===== src/hdl/rtsp_pkg.sv =====
// Package for the resistive touch sample processor.
// Field widths, register map codes and reset values; no dependencies.
`timescale 1ns / 1ps

package rtsp_pkg;

  localparam int SAMPLE_W      = 12;  // converter sample width
  localparam int RES_FRAC_BITS = 7;   // fraction bits of the touch resistance
  localparam int RATIO_W       = SAMPLE_W + RES_FRAC_BITS;
  localparam int LIMIT_W       = 16;
  localparam int THR_W         = 12;
  localparam int DB_W          = 10;
  localparam int STR_W         = 13;
  localparam int DATA_W        = 32;
  localparam int ADDR_W        = 4;

  typedef enum logic [1:0] {
    REG_WIDTH_LIMIT,
    REG_HEIGHT_LIMIT,
    REG_PRESS_THRESHOLD,
    REG_EDGE_DEADBAND
  } reg_idx_t;

  localparam logic [LIMIT_W-1:0] WIDTH_LIMIT_RST     = 16'd320;
  localparam logic [LIMIT_W-1:0] HEIGHT_LIMIT_RST    = 16'd240;
  localparam logic [THR_W-1:0]   PRESS_THRESHOLD_RST = 12'd2000;
  localparam logic [DB_W-1:0]    EDGE_DEADBAND_RST   = 10'd300;

endpackage


===== src/hdl/resistive_touch_sample_processor_core.sv =====
// Resistive touch sample processor: pressure check and coordinate scaling.
// Single-module pipeline with APB-style register port; uses rtsp_pkg.
`timescale 1ns / 1ps

// While out_stall is low, one sample set (X, Y, Z1, Z2) enters per cycle and its
// result leaves via the output register, one transfer per cycle each way. The
// depth is set by the Z2*128/Z1 restoring divider, which resolves two of its
// 19 quotient bits per stage; the two coordinate dividers (16 quotient bits,
// two per stage) run alongside it, followed by one multiply stage and one
// compare stage that fills the output register. A stall on the result side
// only holds the occupied stages: empty stages keep filling, so input is
// still taken while a result waits, until every stage holds an item.
// Registers (byte address 4*i): width_limit, height_limit, press_threshold,
// edge_deadband. Write them only while no result is outstanding.
module resistive_touch_sample_processor_core #(
  parameter int ADC_BITS = 12
) (
  input  logic                          clk,
  input  logic                          rst_n,
  // sample input channel
  input  logic                          in_valid,
  output logic                          in_stall,
  input  logic [rtsp_pkg::SAMPLE_W-1:0] in_raw_x,
  input  logic [rtsp_pkg::SAMPLE_W-1:0] in_raw_y,
  input  logic [rtsp_pkg::SAMPLE_W-1:0] in_raw_z1,
  input  logic [rtsp_pkg::SAMPLE_W-1:0] in_raw_z2,
  // result channel
  output logic                          out_valid,
  input  logic                          out_stall,
  output logic                          out_touched,
  output logic [rtsp_pkg::LIMIT_W-1:0]  out_pos_x,
  output logic [rtsp_pkg::LIMIT_W-1:0]  out_pos_y,
  output logic [rtsp_pkg::STR_W-1:0]    out_strength,
  // register port
  input  logic                          psel,
  input  logic                          penable,
  input  logic                          pwrite,
  input  logic [rtsp_pkg::ADDR_W-1:0]   paddr,
  input  logic [rtsp_pkg::DATA_W-1:0]   pwdata,
  output logic [rtsp_pkg::DATA_W-1:0]   prdata,
  output logic                          pready
);

  localparam int AB  = ADC_BITS;
  localparam int SPW = ((AB > rtsp_pkg::DB_W + 1) ? AB : rtsp_pkg::DB_W + 1) + 2;
  localparam int SW  = rtsp_pkg::SAMPLE_W;
  localparam int LW  = rtsp_pkg::LIMIT_W;
  localparam int RW  = rtsp_pkg::RATIO_W;

  localparam int STEPS_PER = 2;
  localparam int RD_ST     = (RW + STEPS_PER - 1) / STEPS_PER;  // ratio divider stages
  localparam int AX_ST     = (LW + STEPS_PER - 1) / STEPS_PER;  // axis divider stages
  localparam int MUL_K     = RD_ST + 2;
  localparam int NS        = RD_ST + 3;

  localparam logic [SPW-1:0] FULL = {{(SPW-1){1'b0}}, 1'b1} << AB;
  localparam logic [31:0]    BIAS = (32'd1 << AB) - 32'd1;

  typedef struct packed {
    logic                     nz;       // z1 nonzero
    logic                     span_ok;  // deadband leaves a window
    logic [SW-1:0]            x;
    logic [SW-1:0]            z1;
    logic [SW:0]              rrem;
    logic [RW-1:0]            rq;
    logic [AB-1:0]            sx;
    logic [AB-1:0]            sy;
    logic [AB+LW:0]           xa;       // {remainder, quotient} of the X divider
    logic [AB+LW:0]           ya;
    logic signed [31:0]       rprod;
    logic                     touched;
    logic [LW-1:0]            pos_x;
    logic [LW-1:0]            pos_y;
    logic [rtsp_pkg::STR_W-1:0] strength;
  } stage_t;

  // ---------------- registers ----------------
  logic [LW-1:0]               width_r;
  logic [LW-1:0]               height_r;
  logic [rtsp_pkg::THR_W-1:0]  thr_r;
  logic [rtsp_pkg::DB_W-1:0]   db_r;

  logic                        wr_en;
  rtsp_pkg::reg_idx_t          wr_idx;

  assign pready = 1'b1;
  assign wr_en  = psel & penable & pwrite & pready;
  assign wr_idx = rtsp_pkg::reg_idx_t'(paddr[3:2]);

  always_ff @(posedge clk) begin
    if (!rst_n) begin
      width_r  <= rtsp_pkg::WIDTH_LIMIT_RST;
      height_r <= rtsp_pkg::HEIGHT_LIMIT_RST;
      thr_r    <= rtsp_pkg::PRESS_THRESHOLD_RST;
      db_r     <= rtsp_pkg::EDGE_DEADBAND_RST;
    end else if (wr_en) begin
      unique case (wr_idx)
        rtsp_pkg::REG_WIDTH_LIMIT:     width_r  <= pwdata[LW-1:0];
        rtsp_pkg::REG_HEIGHT_LIMIT:    height_r <= pwdata[LW-1:0];
        rtsp_pkg::REG_PRESS_THRESHOLD: thr_r    <= pwdata[rtsp_pkg::THR_W-1:0];
        rtsp_pkg::REG_EDGE_DEADBAND:   db_r     <= pwdata[rtsp_pkg::DB_W-1:0];
      endcase
    end
  end

  always_comb begin
    unique case (rtsp_pkg::reg_idx_t'(paddr[3:2]))
      rtsp_pkg::REG_WIDTH_LIMIT:     prdata = 32'(width_r);
      rtsp_pkg::REG_HEIGHT_LIMIT:    prdata = 32'(height_r);
      rtsp_pkg::REG_PRESS_THRESHOLD: prdata = 32'(thr_r);
      rtsp_pkg::REG_EDGE_DEADBAND:   prdata = 32'(db_r);
    endcase
  end

  // ---------------- deadband window ----------------
  logic signed [SPW-1:0] db_s;
  logic signed [SPW-1:0] span_s;
  logic signed [SPW-1:0] hi_s;
  logic                  span_ok;
  logic [AB:0]           span_u;

  assign db_s    = $signed(SPW'(db_r));
  assign span_s  = $signed(FULL - (SPW'(db_r) << 1));
  assign hi_s    = $signed(FULL - SPW'(db_r) - SPW'(1));
  assign span_ok = span_s > 0;
  assign span_u  = span_s[AB:0];

  function automatic logic [AB-1:0] clamp_off(input logic [SW-1:0] v,
                                              input logic signed [SPW-1:0] lo,
                                              input logic signed [SPW-1:0] hi);
    logic signed [SPW-1:0] s;
    s = $signed(SPW'(v));
    if (s < lo) s = lo;
    else if (s > hi) s = hi;
    return AB'(s - lo);
  endfunction

  // one restoring step of a coordinate divider
  function automatic logic [AB+LW:0] ax_step(input logic [AB+LW:0] a,
                                             input logic [AB:0] dv);
    logic [AB:0]   rem;
    logic [LW-1:0] q;
    logic          ge;
    rem = {a[AB+LW-1:LW], a[LW-1]};
    ge  = rem >= dv;
    q   = {a[LW-2:0], ge};
    if (ge) rem = rem - dv;
    return {rem, q};
  endfunction

  function automatic stage_t stage_next(input stage_t s, input int k,
                                        input logic ok_unused_guard,
                                        input logic [AB:0] dv,
                                        input logic [LW-1:0] wl,
                                        input logic [LW-1:0] hl,
                                        input logic [rtsp_pkg::THR_W-1:0] thr);
    stage_t             n;
    logic [SW:0]        rr;
    logic [RW-1:0]      rq;
    logic               ge;
    logic [AB+LW:0]     xa;
    logic [AB+LW:0]     ya;
    logic signed [31:0] xs;
    logic signed [31:0] rs;
    logic signed [31:0] t;
    logic signed [31:0] thr_s;
    n = '0;
    n.nz      = s.nz;
    n.span_ok = s.span_ok & ok_unused_guard;
    if (k < MUL_K) n.x = s.x;

    // ratio divider: Z2*128 / Z1
    if (k <= RD_ST + 1) begin
      rr = s.rrem;
      rq = s.rq;
      for (int j = 0; j < STEPS_PER; j++) begin
        if (STEPS_PER * (k - 2) + j < RW) begin
          rr = {rr[SW-1:0], rq[RW-1]};
          ge = rr >= {1'b0, s.z1};
          rq = {rq[RW-2:0], ge};
          if (ge) rr = rr - {1'b0, s.z1};
        end
      end
      n.rq = rq;
      if (k < RD_ST + 1) begin
        n.rrem = rr;
        n.z1   = s.z1;
      end
    end

    // coordinate scaling: product, then divide by the window span
    if (k == 2) begin
      n.xa = {1'b0, ({{LW{1'b0}}, s.sx} * {{AB{1'b0}}, wl})};
      n.ya = {1'b0, ({{LW{1'b0}}, s.sy} * {{AB{1'b0}}, hl})};
    end else if (k <= 2 + AX_ST) begin
      xa = s.xa;
      ya = s.ya;
      for (int j = 0; j < STEPS_PER; j++) begin
        if (STEPS_PER * (k - 3) + j < LW) begin
          xa = ax_step(xa, dv);
          ya = ax_step(ya, dv);
        end
      end
      n.xa = xa;
      n.ya = ya;
    end else if (k < NS) begin
      n.xa = s.xa;
      n.ya = s.ya;
    end

    if (k == MUL_K) begin
      xs = 32'($signed({1'b0, s.x}));
      rs = 32'($signed({1'b0, s.rq})) - 32'sd128;
      n.rprod = xs * rs;
    end

    if (k == NS) begin
      // divide by 2^ADC_BITS, truncating toward zero
      t = s.rprod;
      if (t[31]) t = t + $signed(BIAS);
      t = t >>> AB;
      thr_s = $signed(32'(thr));
      n.touched  = s.nz && (t < thr_s);
      n.strength = n.touched ? rtsp_pkg::STR_W'(thr_s - t) : '0;
      n.pos_x    = s.span_ok ? s.xa[LW-1:0] : '0;
      n.pos_y    = s.span_ok ? s.ya[LW-1:0] : '0;
    end
    return n;
  endfunction

  // ---------------- pipeline ----------------
  stage_t      p_r   [1:NS];
  stage_t      p_nxt [1:NS];
  logic [NS:1] v_r;
  logic [NS:1] v_nxt;
  logic [NS:1] rdy;

  // a stage loads when it is empty or its occupant moves on
  always_comb begin
    rdy[NS] = !v_r[NS] || !out_stall;
    for (int k = NS - 1; k >= 1; k--) begin
      rdy[k] = !v_r[k] || rdy[k+1];
    end
  end

  assign in_stall = !rdy[1];

  always_comb begin
    p_nxt[1]         = '0;
    p_nxt[1].nz      = in_raw_z1 != '0;
    p_nxt[1].span_ok = span_ok;
    p_nxt[1].x       = in_raw_x;
    p_nxt[1].z1      = in_raw_z1;
    p_nxt[1].rq      = {in_raw_z2, {rtsp_pkg::RES_FRAC_BITS{1'b0}}};
    p_nxt[1].sx      = clamp_off(in_raw_x, db_s, hi_s);
    p_nxt[1].sy      = clamp_off(in_raw_y, db_s, hi_s);
    for (int k = 2; k <= NS; k++) begin
      p_nxt[k] = stage_next(p_r[k-1], k, 1'b1, span_u, width_r, height_r, thr_r);
    end
  end

  always_comb begin
    v_nxt = v_r;
    if (rdy[1]) v_nxt[1] = in_valid;
    for (int k = 2; k <= NS; k++) begin
      if (rdy[k]) v_nxt[k] = v_r[k-1];
    end
  end

  always_ff @(posedge clk) begin
    if (!rst_n) begin
      v_r <= '0;
    end else begin
      v_r <= v_nxt;
    end
  end

  always_ff @(posedge clk) begin
    for (int k = 1; k <= NS; k++) begin
      if (rdy[k]) p_r[k] <= p_nxt[k];
    end
  end

  assign out_valid    = v_r[NS];
  assign out_touched  = p_r[NS].touched;
  assign out_pos_x    = p_r[NS].pos_x;
  assign out_pos_y    = p_r[NS].pos_y;
  assign out_strength = p_r[NS].strength;

  // ---------------- assertions ----------------
  a_no_touch_zero_strength: assert property (@(posedge clk) disable iff (!rst_n)
    out_valid && !out_touched |-> out_strength == '0)
    else $error("strength set without a touch");

  a_touch_has_strength: assert property (@(posedge clk) disable iff (!rst_n)
    out_valid && out_touched |-> out_strength != '0)
    else $error("touch reported with zero strength");

  a_stall_only_when_full: assert property (@(posedge clk) disable iff (!rst_n)
    in_stall |-> &v_r)
    else $error("input stalled while a pipeline stage is empty");

endmodule

===== config.mk =====
export PLATFORM = sky130hd
export DESIGN_NAME = resistive_touch_sample_processor_core
export DESIGN_NICKNAME = d
export VERILOG_FILES = /design/src/hdl/rtsp_pkg.sv /design/src/hdl/resistive_touch_sample_processor_core.sv
export SDC_FILE = /design/constraint.sdc
export NUM_CORES = 2
export LEC_CHECK = 0
export ABC_CLOCK_PERIOD_IN_PS = 10900
export BUFFER_PORTS_ARGS = -buffer_cell sky130_fd_sc_hd__clkbuf_2
export CAP_MARGIN = 20
export CORE_MARGIN = 10
export CORE_UTILIZATION = 65
export DETAILED_ROUTE_END_ITERATION = 6
export GPL_ROUTABILITY_DRIVEN = 0
export PLACE_DENSITY = 0.92
export SLEW_MARGIN = 20
export SYNTH_ARGS = -nofsm -noshare
export SYNTH_HDL_FRONTEND = slang
export SYNTH_SLANG_ARGS = --single-unit

===== constraint.sdc =====
create_clock -name clk -period 10.9 [get_ports clk]
set_input_delay 2.18 -clock clk [delete_from_list [all_inputs] [get_ports clk]]
set_output_delay 2.18 -clock clk [all_outputs]
set_load 0.02 [all_outputs]

Word-level counts from Yosys, hierarchy flattened
Memories as Yosys holds them, arrays and structs flattened.
Index checks and enable logic that the tools add are counted.
{"block": "classes", "n_addsub": 58, "mul": 3, "magnitude_cmp": 57, "eq_ne": 3, "muxes": 85, "bitwise_logic": 2, "reduce_logical": 35}
{"cell": ">= comparator 13 bit", "n": 32}
{"cell": "two-way mux 12 bit", "n": 29}
{"cell": "two-way mux 13 bit", "n": 26}
{"cell": "subtractor 12 bit", "n": 25}
{"cell": ">= comparator 13 x 12 -> 1 bit", "n": 19}
{"cell": "subtractor 13 bit", "n": 17}
{"cell": "one-hot mux 32 bit (4 select lines)", "n": 1}
{"cell": "subtractor 13 x 12 -> 13 bit", "n": 9}
{"cell": "multiplier 12 x 16 -> 28 bit", "n": 2}
{"cell": "adder 32 x 13 -> 32 bit, second input constant", "n": 1}
{"cell": "multiplier 13 x 20 -> 32 bit", "n": 1}
{"cell": "two-way mux 16 bit", "n": 2}
{"cell": "two-way mux 32 bit", "n": 1}
{"cell": "greater-than comparator 13 x 14 -> 1 bit", "n": 2}
{"cell": "two-way mux 1 bit", "n": 26}
{"cell": "< comparator 12 x 10 -> 1 bit", "n": 2}
{"cell": "subtractor 12 x 11 -> 12 bit", "n": 2}
{"cell": "< comparator 20 x 13 -> 1 bit", "n": 1}
{"cell": "subtractor 19 x 8 -> 20 bit, second input constant", "n": 1}
{"cell": "logical NOT 1 bit", "n": 15}
{"cell": "greater-than comparator 14 x 1 -> 1 bit, second input constant", "n": 1}
{"cell": "subtractor 13 x 10 -> 14 bit, first input constant", "n": 1}
{"cell": "subtractor 13 x 11 -> 14 bit, first input constant", "n": 1}
{"cell": "subtractor 14 x 1 -> 14 bit, second input constant", "n": 1}
{"cell": "other kinds (8)", "n": 25}
{"block": "word_totals", "reg_bits": 67, "ram_bits": 2834, "input_bits": 91, "out_inout_bits": 81, "elab_cells": 261, "n_memories": 1}
{"memory": "p_r", "words": 13, "word_bits": 218, "rd": 13, "rd_ports_with_merged_regs": 0, "write_ports": 13, "line": "resistive_touch_sample_processor_core.sv:232", "source": "stage_t p_r [1:NS];"}

Logic depth before layout (Yosys ltp)
{"block": "logic_depth", "ltp_word": 16, "ltp_mapped": 28, "mapped_depth_nobuf": 27}

Worst setup path before layout
No wires, ideal clock.
{"block": "synth_timing", "path_kind": "input -> output", "startpoint": "in out_stall", "endpoint": "out in_stall", "arrival_time_ns": 7.498, "t_required_ns": 8.720, "path_slack_ns": 1.222, "path_stages": 10, "path_buffers": 1, "cell_sequence": "and3_1 -> clkbuf_1 -> and4_1 -> and2_1 -> and3_1 -> and2_1 -> inv_1 -> nor2_1 -> nand2_1 -> inv_1"}
{"block": "synth_between", "elab_chain_cells": 15}
{"item": "start, declared", "line": "resistive_touch_sample_processor_core.sv:29", "source": "input logic out_stall,"}
{"item": "logical NOT 1 bit", "line": "resistive_touch_sample_processor_core.sv:240", "source": "rdy[NS] = !v_r[NS] || !out_stall;"}
{"item": "logical OR 1 bit", "line": "resistive_touch_sample_processor_core.sv:240"}
{"item": "logical OR 1 bit (8 in a row)", "line": "resistive_touch_sample_processor_core.sv:242", "source": "rdy[k] = !v_r[k] || rdy[k+1];"}
{"item": "via rdy (one bit)", "line": "resistive_touch_sample_processor_core.sv:236", "source": "logic [NS:1] rdy;"}
{"item": "logical OR 1 bit (4 in a row)", "line": "resistive_touch_sample_processor_core.sv:242"}
{"item": "logical NOT 1 bit", "line": "resistive_touch_sample_processor_core.sv:246", "source": "assign in_stall = !rdy[1];"}
{"item": "end, declared", "line": "resistive_touch_sample_processor_core.sv:22", "source": "output logic in_stall,"}
The timed path passes the listed nets, and every way through them passes these cells.

Final worst setup path
Same ends and word-level chain as after synthesis.

==> impl_results.md <==
* Final period utilization at 0.816
* Routed len/inst at 22.4 um
* Layout cells sized above 1 at 0.0994
* Global-route wire length before repair at 368,000 um
* Synth Warn # at 0
* Clock Latency Late Sink at 0.82 ns
* Leading area contributor after synthesis: edfxtp_1
* Non-Filler Instances at 10,407
* First-pass DRT Iterations at 7
* Top-count cell post-synth: edfxtp_1
* Die Height at 397 um
* Worst-path cell chain: clkbuf_2 -> and3_1 -> and4_1 -> and2_1 -> and3_1 -> and2_1 -> inv_4 -> nor2_1 -> nand2_4 -> inv_1 -> clkbuf_2
* Port Buffers at 136
* Sum Neg Setup Slack at 0 ns
* FP Rows at 138
* Root Buffer Master: clkbuf_16
* Fin crit period at 8.89 ns
* Dpl hpwl at 160,000 um
* CP endpoint kind: output port
* First DRT Iteration DRCs at 6,870
* CTS Hold Bufs at 0
* F_max at 112 MHz
* Largest net degree at the start of global routing at 89
* HP Class: flip-flop to flip-flop
* Relative slew slack at 0.214
* Initial antenna violation count at 7
* Simple-gate area share of the yosys netlist at 0.106
* Critical path buffers and inverters at 4
* Synth Area in Compound Gates at 0.105
* Synth top area cells: edfxtp_1 (38%), ha_1 (12%), fa_1 (12%)
* Final hold vios at 0
* Placed Cells incl. Taps at 10,163
* Post-synth ARST share at 0
* Clock buffer depth at 3
* Path type of the worst setup path: primary input to output port
* ANT nets after route at 0
* CTS tree: yes
* H-tree depth at 4
* Num CTS Buffers at 130
* Starting Density at 0.654
* Failing checks: design-rule violations
* CP startpoint kind: primary input
* Synth-to-layout area growth at 7.46%
* Ports at 172
* Required time worst endpoint at 8.72 ns
* Post-synthesis share of cell area spent on xor and xnor gates at 0.0507
* Die width at 397 um
* Die footprint at 157,000 sq um
* Largest family of logic cells by synthesized area: adder cells
* Via density at 6.43
* Worst Skew at 0.0532 ns
* Synth Area in Adders at 0.238
* Least-Margin Pin Slew at 1.17 ns
* Slew Limit Fails at 0
* Residual DRC at 40
* Crit-path max cell delay at 0.70 ns
* CTS clk-pin slew, worst paths at 0.06 ns
* GRT overflow at 0
* Number of global-route vias before repair at 70,429
* Synthesized area at 92,300 sq um
* Final setup violation count at 0
* CP max FO at 63
* Slowest CP cell: nand2_4
* WL final at 233,000 um
* Post-synthesis sequential area ratio at 0.399
* Yosys top cell area share at 0.384
* Core Util, Final at 0.702
* Post-cts sizing count at 0
* Core Footprint at 141,000 sq um
* Post-CTS Setup Inserts at 0
* Worst hold margin at 0.393 ns
* Syn Area/Cell at 11.1 sq um
* Mapped Cells at 8,338
* Worst EP arrival at 6.71 ns
* Status: finished, violations left
* Worst path top cell family by delay: simple AND/OR/NAND/NOR gates
* Yosys cell types at 100
* Seq cells post-synth at 1,248
* Total GRT Usage at 0.291
* Max_cap viols at 0
* Total number of vias at 66,898
* RSZ-0062 raised after global routing: false
* Synth Flop Type: edfxtp_1
* Final net count at 9,928
* Synth cell count leaders: edfxtp_1 (1,181), inv_1 (968), ha_1 (889)
* Post-synth EDFFs at 1,181
* Post-synthesis mux area share at 0.0480
* Clk sinks at 1,248
==> final timing paths <==
path              slack (ns)  cells past startpoint            to         start
setup / recovery        2.01                     11      in_stall     out_stall
hold / removal          0.39                      0  p_r[0][2613]  p_r[0][2395]
setup reg to reg        2.57                     24   p_r[0][783]       db_r[0]
hold reg to reg         0.39                      0  p_r[0][2613]  p_r[0][2395]
==> sequential cells by signal, indices dropped and copies added, names as in the netlist <==
| signal | cells |
|---|---|
| p_r | 1181 |
| thr_r | 12 |
| height_r | 16 |
| db_r | 10 |
| v_r | 13 |
| width_r | 16 |
==> worst reg2reg max path: cells and delay by family, from the launching register on <==
kind	cells	cell delay [ns]
compound gates	9	2.56
fa+ha+maj	3	1.17
flops	1	0.83
mux	1	0.44
simple gates	7	1.19
buf+inv	3	1.34
xor+xnor	1	0.54
==> layout by cell type, fill, tap and decap left out, types with 22 or more instances in the layout <==
cell and n:
a211oi_1 73, a21boi_0 57, a21o_1 228, a21oi_1 463
a31oi_1 43, and2_1 284, and3_1 31, buf_4 51
clkbuf_1 22, clkbuf_16 132, clkbuf_2 137, dfxtp_1 66
edfxtp_1 1181, fa_1 542, ha_1 889, inv_1 961
mux2_2 321, mux2i_1 43, nand2_1 719, nand2b_1 58
nand3_1 88, nand4_1 86, nor2_1 367, nor2b_1 133
nor3_1 106, nor4_1 44, o211ai_1 30, o21a_1 83
o21ai_0 211, o21ai_1 29, o21bai_1 73, xnor2_1 378
xor2_1 148
==> cells by family after synthesis <==
family | count (synthesis)
compound gates | 1482
xor+xnor | 534
mux | 385
buf+inv | 1241
flops | 1248
other cells | 2
simple gates | 2015
fa+ha+maj | 1431
==> routing by layer <==
| layer | part of all wire | up-vias | wire (um) | GRT usage |
|---|---|---|---|---|
| li1 | - | 29203 | - | - |
| met1 | 0.34 | 32332 | 79600 | 0.324 |
| met2 | 0.49 | 4053 | 114000 | 0.498 |
| met3 | 0.097 | 1306 | 22600 | 0.0731 |
| met4 | 0.071 | 4 | 16500 | 0.182 |
| met5 | 0.00022 | - | 52 | 0 |
==> final cells by class <==
type | count | area (sq um)
clock inverters | 80 | 1030
inverters | 972 | 3660
fillers | 8703 | 42000
well taps | 1890 | 2360
clock buffers | 158 | 3440
multi-input cells | 5865 | 50800
repair buffers | 189 | 1080
diodes | 5 | 12.5
flip-flops and latches | 1248 | 36800
==> per-stage QoR <==
step | instance area, sq um | worst slack (ns)
after floorplan | 92400 | 1.22
after global placement | 94600 | 2.59
after detailed placement | 94600 | 2.34
after CTS | 99100 | 2.10
after global routing | 99200 | 1.91
final | 99200 | 2.01
Power is left out: the tool's default activity adds up to more than one toggle a clock period on the data nets, which glitch-free logic cannot reach.
